File: config.mk
export PLATFORM = sky130hd
export DESIGN_NAME = threshold_morph_close
export DESIGN_NICKNAME = d
export VERILOG_FILES = /design/src/rtl/tmc_pkg.sv /design/src/rtl/threshold_morph_close.sv /design/src/rtl/tmc_line_core.sv
export VERILOG_INCLUDE_DIRS = /design/src /design/src/rtl
export SDC_FILE = /design/constraint.sdc
export NUM_CORES = 1
export LEC_CHECK = 0
export ABC_AREA = 1
export BUFFER_PORTS_ARGS = -buffer_cell sky130_fd_sc_hd__buf_2
export CORE_AREA = 2 2 203 225
export CTS_CLUSTER_DIAMETER = 200
export DETAILED_ROUTE_END_ITERATION = 10
export DIE_AREA = 0 0 205 227
export GPL_TIMING_DRIVEN = 0
export PLACE_DENSITY = 0.75
export RECOVER_POWER = 25
export SETUP_SLACK_MARGIN = 0.02
export SLEW_MARGIN = 15
export SYNTH_ARGS = -nofsm -noshare
export SYNTH_HDL_FRONTEND = slang
export SYNTH_SLANG_ARGS = --single-unit
File: constraint.sdc
create_clock -name clk_i -period 13.15 [get_ports clk_i]
set_clock_uncertainty 0.05 [all_clocks]
set_input_delay 0.6575 -clock clk_i [delete_from_list [all_inputs] [get_ports clk_i]]
set_output_delay 0.6575 -clock clk_i [all_outputs]
set_load 0.05 [all_outputs]
File: src/rtl/threshold_morph_close_macros.svh
// Assertion macros used by the threshold/closing top level.
`ifndef THRESHOLD_MORPH_CLOSE_MACROS_SVH
`define THRESHOLD_MORPH_CLOSE_MACROS_SVH

// Same-cycle implication, checked outside reset
`define TMC_ASSERT_NOW(lbl, clk, rstn, ante, cons) \
  lbl: assert property (@(posedge clk) disable iff (!(rstn)) (ante) |-> (cons)) \
    else $error("threshold_morph_close: assertion failed");

// Next-cycle implication, checked outside reset
`define TMC_ASSERT_NEXT(lbl, clk, rstn, ante, cons) \
  lbl: assert property (@(posedge clk) disable iff (!(rstn)) (ante) |=> (cons)) \
    else $error("threshold_morph_close: assertion failed");

`endif

File: src/rtl/tmc_pkg.sv
// Shared types and constants of the threshold and 3x3 closing block.
package tmc_pkg;

  // Frame geometry
  localparam int FRAME_WIDTH  = 128;
  localparam int FRAME_HEIGHT = 128;
  localparam int COL_W        = $clog2(FRAME_WIDTH);
  localparam int ROW_W        = $clog2(FRAME_HEIGHT);
  localparam int LEVEL_W      = 16;
  localparam int OUT_W        = 7;

  // Line store entry: two dilated rows of column x-1, two binary rows of column x
  localparam int ENTRY_W      = 4;

  typedef logic [COL_W-1:0] col_t;
  typedef logic [ROW_W-1:0] row_t;

  localparam col_t COL_LAST = COL_W'(FRAME_WIDTH - 1);
  localparam row_t ROW_LAST = ROW_W'(FRAME_HEIGHT - 1);
  localparam col_t COL_TWO  = COL_W'(2);
  localparam row_t ROW_TWO  = ROW_W'(2);
  localparam col_t COL_FOUR = COL_W'(4);
  localparam row_t ROW_FOUR = ROW_W'(4);

  localparam logic [LEVEL_W-1:0] THRESH_RESET = LEVEL_W'(4096);

  // Input transfer payload
  typedef struct packed {
    logic [LEVEL_W-1:0] activity_level;
    logic               frame_start;
  } tmc_in_t;

  // Output transfer payload
  typedef struct packed {
    logic             closed_pixel;
    logic [OUT_W-1:0] out_x;
    logic [OUT_W-1:0] out_y;
    logic             frame_done;
  } tmc_out_t;

  // One thresholded pixel with its raster position
  typedef struct packed {
    logic bin;
    col_t col;
    row_t row;
  } tmc_pix_t;

  function automatic logic [OUT_W-1:0] col_to_out(input col_t c);
    return OUT_W'(c);
  endfunction

  function automatic logic [OUT_W-1:0] row_to_out(input row_t r);
    return OUT_W'(r);
  endfunction

endpackage

File: src/rtl/threshold_morph_close.sv
// Top level: binary threshold followed by a streaming 3x3 morphological closing.
//
// Pixels enter in raster order, one transfer per clock unless stalled, and
// each is compared with the activity threshold. The block sustains one pixel
// per cycle unless the output stalls: the result for (x, y) is registered
// once pixel (x+2, y+2) completes its 5x5 support, and only interior pixels
// (x and y in 2 to size-3) produce a result. All history lives in one line
// store of FRAME_WIDTH x 4 bits (two binary rows and two dilated rows per
// column) read when a pixel is taken and written back when the window stage
// retires it; a bypass covers a back-to-back pair at the same column. The
// store needs no clearing pass after reset. frame_start restarts the raster
// at (0,0). The threshold register sits at byte address 0 of the APB port.
`include "threshold_morph_close_macros.svh"

module threshold_morph_close (
  input  logic              clk_i,
  input  logic              rst_ni,
  input  logic              in_valid_i,
  output logic              in_stall_o,
  input  tmc_pkg::tmc_in_t  in_data_i,
  output logic              out_valid_o,
  input  logic              out_stall_i,
  output tmc_pkg::tmc_out_t out_data_o,
  input  logic              psel,
  input  logic              penable,
  input  logic              pwrite,
  input  logic [2:0]        paddr,
  input  logic [31:0]       pwdata,
  output logic [31:0]       prdata,
  output logic              pready
);

  localparam logic REG_THRESHOLD = 1'b0;

  logic [tmc_pkg::LEVEL_W-1:0] thresh_q;
  tmc_pkg::col_t               col_q, col_d, cur_col;
  tmc_pkg::row_t               row_q, row_d, cur_row;
  logic                        in_acc, cfg_wr;
  tmc_pkg::tmc_pix_t           pix;

  // Configuration port
  assign pready = 1'b1;
  assign cfg_wr = psel && penable && pwrite && pready && (paddr[2] == REG_THRESHOLD);
  assign prdata = (paddr[2] == REG_THRESHOLD) ? {16'b0, thresh_q} : 32'b0;

  always_ff @(posedge clk_i or negedge rst_ni) begin
    if (!rst_ni) begin
      thresh_q <= tmc_pkg::THRESH_RESET;
    end else if (cfg_wr) begin
      thresh_q <= pwdata[tmc_pkg::LEVEL_W-1:0];
    end
  end

  // Raster position
  assign in_acc = in_valid_i && !in_stall_o;

  always_comb begin
    cur_col = in_data_i.frame_start ? '0 : col_q;
    cur_row = in_data_i.frame_start ? '0 : row_q;
    col_d   = cur_col + 1'b1;
    row_d   = cur_row;
    if (cur_col == tmc_pkg::COL_LAST) begin
      col_d = '0;
      row_d = (cur_row == tmc_pkg::ROW_LAST) ? '0 : cur_row + 1'b1;
    end
  end

  always_ff @(posedge clk_i or negedge rst_ni) begin
    if (!rst_ni) begin
      col_q <= '0;
      row_q <= '0;
    end else if (in_acc) begin
      col_q <= col_d;
      row_q <= row_d;
    end
  end

  // Threshold compare
  assign pix.bin = in_data_i.activity_level >= thresh_q;
  assign pix.col = cur_col;
  assign pix.row = cur_row;

  tmc_line_core u_core (
    .clk_i       (clk_i),
    .rst_ni      (rst_ni),
    .pix_valid_i (in_valid_i),
    .pix_i       (pix),
    .pix_stall_o (in_stall_o),
    .out_valid_o (out_valid_o),
    .out_stall_i (out_stall_i),
    .out_data_o  (out_data_o)
  );

  // Checks
  `TMC_ASSERT_NOW(a_stall_from_out, clk_i, rst_ni, in_stall_o, out_valid_o && out_stall_i)
  `TMC_ASSERT_NEXT(a_start_col, clk_i, rst_ni, in_acc && in_data_i.frame_start, col_q == tmc_pkg::col_t'(1))
  `TMC_ASSERT_NOW(a_interior, clk_i, rst_ni, out_valid_o, (out_data_o.out_x >= 7'd2) && (out_data_o.out_y >= 7'd2))

endmodule

File: src/rtl/tmc_line_core.sv
// Line store, dilation/erosion window stage and output register.
module tmc_line_core (
  input  logic             clk_i,
  input  logic             rst_ni,
  input  logic             pix_valid_i,
  input  tmc_pkg::tmc_pix_t pix_i,
  output logic             pix_stall_o,
  output logic             out_valid_o,
  input  logic             out_stall_i,
  output tmc_pkg::tmc_out_t out_data_o
);

  // Line store, one entry per column
  logic [tmc_pkg::ENTRY_W-1:0] mem [tmc_pkg::FRAME_WIDTH];
  logic [tmc_pkg::ENTRY_W-1:0] rd_q;
  logic [tmc_pkg::ENTRY_W-1:0] fwd_data_q;
  logic                        fwd_q;

  // Window stage
  logic              s1_valid_q;
  tmc_pkg::tmc_pix_t s1_q;
  logic              v1_q, v2_q;   // vertical ORs of columns x-1, x-2
  logic              a1_q, a2_q;   // vertical ANDs of dilated columns x-2, x-3

  // Output register
  logic              out_valid_q, out_valid_d;
  tmc_pkg::tmc_out_t out_q;

  logic                        s1_res, s1_go, out_free, pix_acc;
  logic [tmc_pkg::ENTRY_W-1:0] entry, wd;
  logic                        vcol, dnew, acol, closed;

  // Flow control
  assign s1_res      = (s1_q.col >= tmc_pkg::COL_FOUR) && (s1_q.row >= tmc_pkg::ROW_FOUR);
  assign out_free    = !out_valid_q || !out_stall_i;
  assign s1_go       = s1_valid_q && (!s1_res || out_free);
  assign pix_stall_o = s1_valid_q && !s1_go;
  assign pix_acc     = pix_valid_i && !pix_stall_o;

  // Entry bits: [3] dil(x-1,y-2) [2] dil(x-1,y-3) [1] bin(x,y-1) [0] bin(x,y-2)
  always_comb begin
    entry  = fwd_q ? fwd_data_q : rd_q;
    vcol   = s1_q.bin | entry[1] | entry[0];
    dnew   = vcol | v1_q | v2_q;            // dilation at (x-1, y-1)
    acol   = dnew & entry[3] & entry[2];    // erosion column x-1, rows y-3..y-1
    closed = acol & a1_q & a2_q;            // closed value at (x-2, y-2)
    wd     = {dnew, entry[3], s1_q.bin, entry[1]};
  end

  // Read at accept, write back when the window stage retires
  always_ff @(posedge clk_i) begin
    if (s1_go) begin
      mem[s1_q.col] <= wd;
    end
    if (pix_acc) begin
      rd_q       <= mem[pix_i.col];
      fwd_q      <= s1_go && (s1_q.col == pix_i.col);
      fwd_data_q <= wd;
      s1_q       <= pix_i;
    end
  end

  // Horizontal window taps
  always_ff @(posedge clk_i) begin
    if (s1_go) begin
      v1_q <= vcol;
      v2_q <= v1_q;
      a1_q <= acol;
      a2_q <= a1_q;
    end
  end

  always_comb begin
    out_valid_d = out_valid_q;
    if (s1_go && s1_res) begin
      out_valid_d = 1'b1;
    end else if (!out_stall_i) begin
      out_valid_d = 1'b0;
    end
  end

  always_ff @(posedge clk_i or negedge rst_ni) begin
    if (!rst_ni) begin
      s1_valid_q  <= 1'b0;
      out_valid_q <= 1'b0;
    end else begin
      if (pix_acc) begin
        s1_valid_q <= 1'b1;
      end else if (s1_go) begin
        s1_valid_q <= 1'b0;
      end
      out_valid_q <= out_valid_d;
    end
  end

  // Result payload
  always_ff @(posedge clk_i) begin
    if (s1_go && s1_res) begin
      out_q.closed_pixel <= closed;
      out_q.out_x        <= tmc_pkg::col_to_out(s1_q.col - tmc_pkg::COL_TWO);
      out_q.out_y        <= tmc_pkg::row_to_out(s1_q.row - tmc_pkg::ROW_TWO);
      out_q.frame_done   <= (s1_q.col == tmc_pkg::COL_LAST) &&
                            (s1_q.row == tmc_pkg::ROW_LAST);
    end
  end

  assign out_valid_o = out_valid_q;
  assign out_data_o  = out_q;

endmodule

==> results of run 1 <==
[kinds of logic after synthesis]
| logic type | count (synthesis) |
|---|---|
| compound gates | 106 |
| other cells | 2 |
| simple gates | 1327 |
| buf+inv | 560 |
| xor+xnor | 11 |
| fa+ha+maj | 24 |
| flops | 588 |
[worst max path at each step]
stage,startpoint,end
floorplan,u_core.fwd_q,u_core.out_data_o[15]
global placement,u_core.fwd_q,u_core.mem[78][3]
detailed placement,in_data_i[0],row_q[5]
CTS,u_core.s1_q[12],u_core.mem[103][2]
global route,u_core.fwd_q,u_core.mem[29][2]
finish,u_core.fwd_q,u_core.mem[25][2]
[state kept, by name, summed over array words and instances, names as in the netlist, 4 cells and up]
register,flops
col_q,7
row_q,7
thresh_q,16
u_core.fwd_data_q,4
u_core.mem,512
u_core.out_data_o,16
u_core.rd_q,4
u_core.s1_q,15
[per-stage QoR]
step           instance area (um2)  instances  worst slack [ps]  util (%)
2_1_floorplan                26400       2633              8620         -
3_3_place_gp                 27500       3287              3810      62.3
3_5_place_dp                 27800       3300              9510      63.0
4_1_cts                      29800       3405              9540      67.4
5_1_grt                      29700       3405              8720      67.2
6_report                     29700       3405              9040      67.2
[worst max-delay path, delay by kind of cell, from the launching register on]
kind / cells / cell delay [ps]
buffers and inverters: 2 / 2340
flip-flops: 1 / 450
AND/OR/NAND/NOR: 2 / 560
[routing by layer]
metal	GRT usage [%]	vias to the layer above
met5	0	-
met2	51.7	1110
met3	6.43	274
met1	38.2	9159
li1	-	8846
met4	17.5	4
[power groups by stage]
stage               combinational, mW  clock (mW)  sequential [mW]
floorplan                       0.392           0             2.24
global placement                0.632           0             2.25
detailed placement              0.698           0             2.20
CTS                             0.703        1.74             2.16
global route                    0.758        1.81             2.17
finish                          0.709        1.73             2.16
[synth_stat cells, drive strengths merged]
master / instances
xor2: 9
or4: 1
a21oi: 38
a22oi: 2
xnor2: 2
conb: 2
dfrtp: 31
edfxtp: 556
o21ai: 36
nor3: 3
inv: 419
o31ai: 2
or2: 1
and3: 1
nand2: 634
nor2: 269
clkinv: 3
nor4: 2
clkbuf: 29
o22ai: 2
ha: 24
nand4: 6
nand3: 410
dfstp: 1
o2111ai: 1
o211ai: 25
buf: 109
[layout make-up]
| cell class | count | area share, % |
|---|---|---|
| flip-flops and latches | 588 | 59.0 |
| multi-input cells | 1485 | 22.4 |
| plain buffers | 138 | 2.27 |
| well taps | 581 | 2.45 |
| inverters | 422 | 5.34 |
| clock buffers | 62 | 4.87 |
| repair buffers | 86 | 1.86 |
| clock inverters | 43 | 1.80 |
==> impl_metrics.tcl, run 1 <==
set metrics [dict create \
    worst_path_largest_cell_delay_ps 2200 \
    finalSetupViolCount 0 \
    multiInputGateArea_mm2 0.00666 \
    power_per_cell_area_mw_per_mm2 155 \
    timing_max_transition_violations_final 149 \
    yosys_warnings 0 \
    worst-endpoint-required_ps 13090 \
    routed_wl_mm 71.5 \
    synth_largest_area_cell "edfxtp_1" \
    synth-compound-area-share_pct 2.31 \
    switching_share_pct 27.4 \
    r2r_cells 4 \
    die_footprint_mm2 0.0465 \
    grt_first_pass_wirelength_mm 107 \
    layout-area-overhead-vs-synth_pct 12.6 \
    post_synth_inst_count 2618 \
    routed.top_layer "met5" \
    total_switching_power_mw 1.26 \
    met2_length_mm 34.5 \
    met3_wirelength_mm 6.99 \
    synth.ff_latch_count 588 \
    synth_simple_gate_area_share_pct 21.2 \
    largest_net_degree_at_the_start_of_global_routing 63 \
    post_detailed_route_count_of_antenna_violating_nets 0 \
    clockPowerShare_pct 37.7 \
    met1_length_mm 25.9 \
    first_global_vias 18800 \
    worst_path_max_delay_cell "clkbuf_1" \
    holdBufCountCts 0 \
    synth.cell_area_mm2 0.0264 \
    timing.fmax_ghz 0.243 \
    synth_largest_type_area_fraction_pct 63.3 \
    io_pins 110 \
    cts_root_buf "clkbuf_16" \
    post-cts-setup-buffers 0 \
    synth-adder-area-share_pct 1.14 \
    first_iter_violations 2304 \
    worst_hold_startpoint "out_stall_i" \
    detailedPlacementHpwl_mm 48.3 \
    placementRows 81 \
    max_slew_margin_vs_limit_pct -103 \
    place.port_buffers 73 \
    yosys.cell_types.count 36 \
    total_negative_slack_for_setup_checks_ps 0 \
    r2r-start "u_core.fwd_q" \
    antenna_found_initial 1 \
    power.share.combinational_pct 15.4 \
    crit_path_cell_chain "inv_1, nand2_1, nand2_1, clkbuf_1" \
    worst-slew-pin-transition_ps 3040 \
    total_power_mw 4.61 \
    drt_first_pass_iters 8 \
    area_contributors_post_synth "edfxtp_1 (63%), nand2_1 (9.0%), nand3_1 (7.8%)" \
    max-clock-path-buffers 3 \
    startpoint_type "register" \
    worst_ep_arrival_time_ps 4050 \
    die-height_um 227 \
    wire_per_inst_um 21.0 \
    numCtsBuffers 56 \
    design.final.nets 2860 \
    initial_core_util_pct 59.7 \
    vias_per_cell 5.70 \
    min-delay-path-class "input pin to register" \
    tritoncts "built" \
    drv.max_cap_violation_count 3 \
    cts_resized 0 \
    synth.mux.area_fraction_pct 0 \
    synth_xor_area_share_pct 0.365 \
    dominant_combinational_cell_family_by_area_after_synthesis "simple AND/OR/NAND/NOR gates" \
    final_common_cell "nand2_1" \
    die_width_um 205 \
    hold_viol 0 \
    run_status "finished, violations left" \
    min_period_over_period_pct 31.3 \
    grt.overflow.total 0 \
    min_to "u_core.out_valid_o" \
    timing.critical_path.fanout_max 62 \
    reg2reg_setup_slack_ps 9040 \
    synth.yosys.seq_area_share_pct 66.4 \
    regArea_mm2 0.0175 \
    rr_endpoint "u_core.mem[25][2]" \
    timing_worst_setup_path_type "register to register" \
    finalHoldWorstSlack_ps 211 \
    mostFrequentLayoutCells "nand2_1 (630), edfxtp_1 (556), inv_1 (413)" \
    cts_num_sinks 588 \
    final_weighted_congestion_in_routability_driven_placement 0.969 \
    clk_latency_ps 640 \
    intPower_mw 3.34 \
    max-vdd-ir-drop_uv 113 \
    power_leakage_nw 12.4 \
    sequentialPowerShare_pct 47.0 \
    violations "capacitance limit, slew limit" \
    cts.htree.levels 2 \
    setup.worst_path.end_class "register" \
    insertedDiodeCount 0 \
    min_period_ps 4110 \
    cp_most_frequent_cell "nand2_1" \
    global_route_total_usage_across_every_layer_pct 31.1 \
    cts.reportedPaths.clkPinSlew_ps 60 \
    rsz0062_at_grt "no" \
    syn-mean-instance-area_um2 10.1 \
    drc 0 \
    post_route_cells_drive_above_1_share_pct 9.77 \
    area_inside_the_core_boundary_mm2 0.0442 \
    whs_path_depth 3 \
    detailroute.via_count 19400 \
    final.fill_count 3272 \
]
Power figures use the tool's default switching activity.
==> run 2: changes to the inputs <==
==> constraint.sdc (replaced) <==
create_clock -name clk_i -period 4.2 [get_ports clk_i]
set_clock_uncertainty 0.05 [all_clocks]
set_input_delay 0.21 -clock clk_i [delete_from_list [all_inputs] [get_ports clk_i]]
set_output_delay 0.21 -clock clk_i [all_outputs]
set_load 0.05 [all_outputs]
==> run 2 against run 1 <==
Against the previous run: the run still ends with capacitance limit, slew limit left; total power rose to 3.1 times the previous value; cell area rose by 0.51%; sequential power grew to 3.1 times the previous value; core utilization grew 0.34 points; sequential share of layout area fell by 0.30 points; first-iteration DRC count decreased by 0.78%; die area is the same; final cell count is 0.56% higher; clock power rose to 3.1 times the previous value; fmax rose by 11%; critical path depth grew 6; non-clock buffer count up 19; highest routed layer is now met4.
==> impl_metrics.tcl, run 2 (synthesis results as in run 1) <==
set metrics [dict create \
    routed_wl_mm 71.7 \
    worst_ep_arrival_time_ps 3950 \
    io_pins 110 \
    first_iter_violations 2286 \
    drv.max_cap_violation_count 2 \
    timing_worst_setup_path_type "register to register" \
    min_period_over_period_pct 88.5 \
    final_weighted_congestion_in_routability_driven_placement 0.930 \
    cts.htree.levels 2 \
    design.final.nets 2880 \
    worst-endpoint-required_ps 4430 \
    die_footprint_mm2 0.0465 \
    wire_per_inst_um 20.9 \
    die-height_um 227 \
    post_route_cells_drive_above_1_share_pct 8.97 \
    global_route_total_usage_across_every_layer_pct 31.1 \
    post-cts-setup-buffers 0 \
    numCtsBuffers 57 \
    cts.reportedPaths.clkPinSlew_ps 60 \
    insertedDiodeCount 0 \
    power_leakage_nw 12.4 \
    startpoint_type "register" \
    timing.fmax_ghz 0.269 \
    detailroute.via_count 19400 \
    top_register "u_core.mem" \
    placementRows 81 \
    max-vdd-ir-drop_uv 390 \
    grt_first_pass_wirelength_mm 107 \
    worst_hold_startpoint "pwrite" \
    area_inside_the_core_boundary_mm2 0.0442 \
    grt.overflow.total 0 \
    drt_first_pass_iters 8 \
    layout-area-overhead-vs-synth_pct 13.1 \
    drc 0 \
    max-clock-path-buffers 3 \
    timing_max_transition_violations_final 85 \
    finalSetupViolCount 0 \
    worst_path_largest_cell_delay_ps 680 \
    hold_viol 0 \
    place.port_buffers 73 \
    mostFrequentLayoutCells "nand2_1 (630), edfxtp_1 (556), inv_1 (413)" \
    post_detailed_route_count_of_antenna_violating_nets 0 \
    cts_root_buf "clkbuf_16" \
    worst-slew-pin-transition_ps 2260 \
    run_status "finished, violations left" \
    initial_core_util_pct 59.7 \
    tritoncts "built" \
    setup.worst_path.end_class "register" \
    max_slew_margin_vs_limit_pct -51.0 \
    vias_per_cell 5.68 \
    cp_delay_by_family_top "simple AND/OR/NAND/NOR gates" \
    worst_path_max_delay_cell "nand3_1" \
    largest_reg_flops 512 \
    timing.critical_path.fanout_max 13 \
    min-delay-path-class "input pin to register" \
    total_power_mw 14.4 \
    final.fill_count 3311 \
    antenna_found_initial 0 \
    cts_num_sinks 588 \
    largest_net_degree_at_the_start_of_global_routing 106 \
    total_buffers_and_inverters_traversed_by_the_critical_path 3 \
    finalHoldWorstSlack_ps 32.9 \
    cts_resized 0 \
    detailedPlacementHpwl_mm 48.3 \
    min_period_ps 3710 \
    r2r-start "u_core.s1_q[11]" \
    cp-startpoint "u_core.s1_q[11]" \
    power_per_cell_area_mw_per_mm2 482 \
    rsz0062_at_grt "no" \
    die_width_um 205 \
    clk_latency_ps 630 \
    final_common_cell "nand2_1" \
    total_negative_slack_for_setup_checks_ps 0 \
    violations "capacitance limit, slew limit" \
    first_global_vias 18900 \
    crit_path_cell_chain "nor2_4, nand2_2, o21ai_1, inv_2, nand3_1, nand2_1, inv_2, nand3_1, buf_2, nor2_1" \
]
run 2: report_power, final:
| group | switching [mW] | internal [mW] | leakage (nW) |
|---|---|---|---|
| logic | 1.68 | 0.526 | 6.34 |
| clock network | 2.19 | 3.21 | 0.977 |
| registers | 0.0652 | 6.71 | 5.11 |
run 2: path summary, 6_finish.rpt:
check / endpoint / slack, ps / cells past startpoint
setup / recovery: u_core.mem[95][2] / 490 / 10
hold / removal: thresh_q[0] / 30 / 4
setup reg to reg: u_core.mem[95][2] / 490 / 10
hold reg to reg: u_core.v2_q / 420 / 0
max in group asynchronous: thresh_q[0] / 2440 / 2
min in group asynchronous: u_core.s1_valid_q / 580 / 2
run 2: metrics by stage:
step | util [%] | std cells | instance area, um2 | worst slack [ps]
after floorplan | - | 2633 | 26400 | 377
after global placement | 62.3 | 3287 | 27500 | -3290
after detailed placement | 62.8 | 3298 | 27800 | 551
after CTS | 67.8 | 3424 | 30000 | 531
after global routing | 67.5 | 3424 | 29800 | 364
final | 67.5 | 3424 | 29800 | 485
run 2: timing repair:
item | 4_1_cts | 5_1_grt
hold endpoints to repair | 52 | 0
hold buffers | 21 | 0
endpoints found under the setup margin | 0 | 0
run 2: worst reg2reg max path, cell delays in order (launching register included):
cell and delay, ps:
edfxtp_1 490, nor2_4 260, nand2_2 230, o21ai_1 230, inv_2 60, nand3_1 70
nand2_1 90, inv_2 230, nand3_1 680, buf_2 590, nor2_1 380
run 2: final cells by class:
cell class	count	area, um2	area share [%]
timing repair buffer	105	682	2.29
buffer	138	676	2.27
clock inverter	33	399	1.34
inverter	422	1580	5.31
clock buffer	72	1590	5.32
tap	581	727	2.44
multi-input combinational	1485	6670	22.4
sequential	588	17500	58.7
run 2: metal layers:
| metal | global-route usage [%] | part of all wire [%] |
|---|---|---|
| met2 | 51.8 | 48 |
| met5 | 0.525 | 0 |
| met4 | 16.1 | 5.1 |
| met3 | 5.22 | 9.4 |
| met1 | 39.6 | 37 |
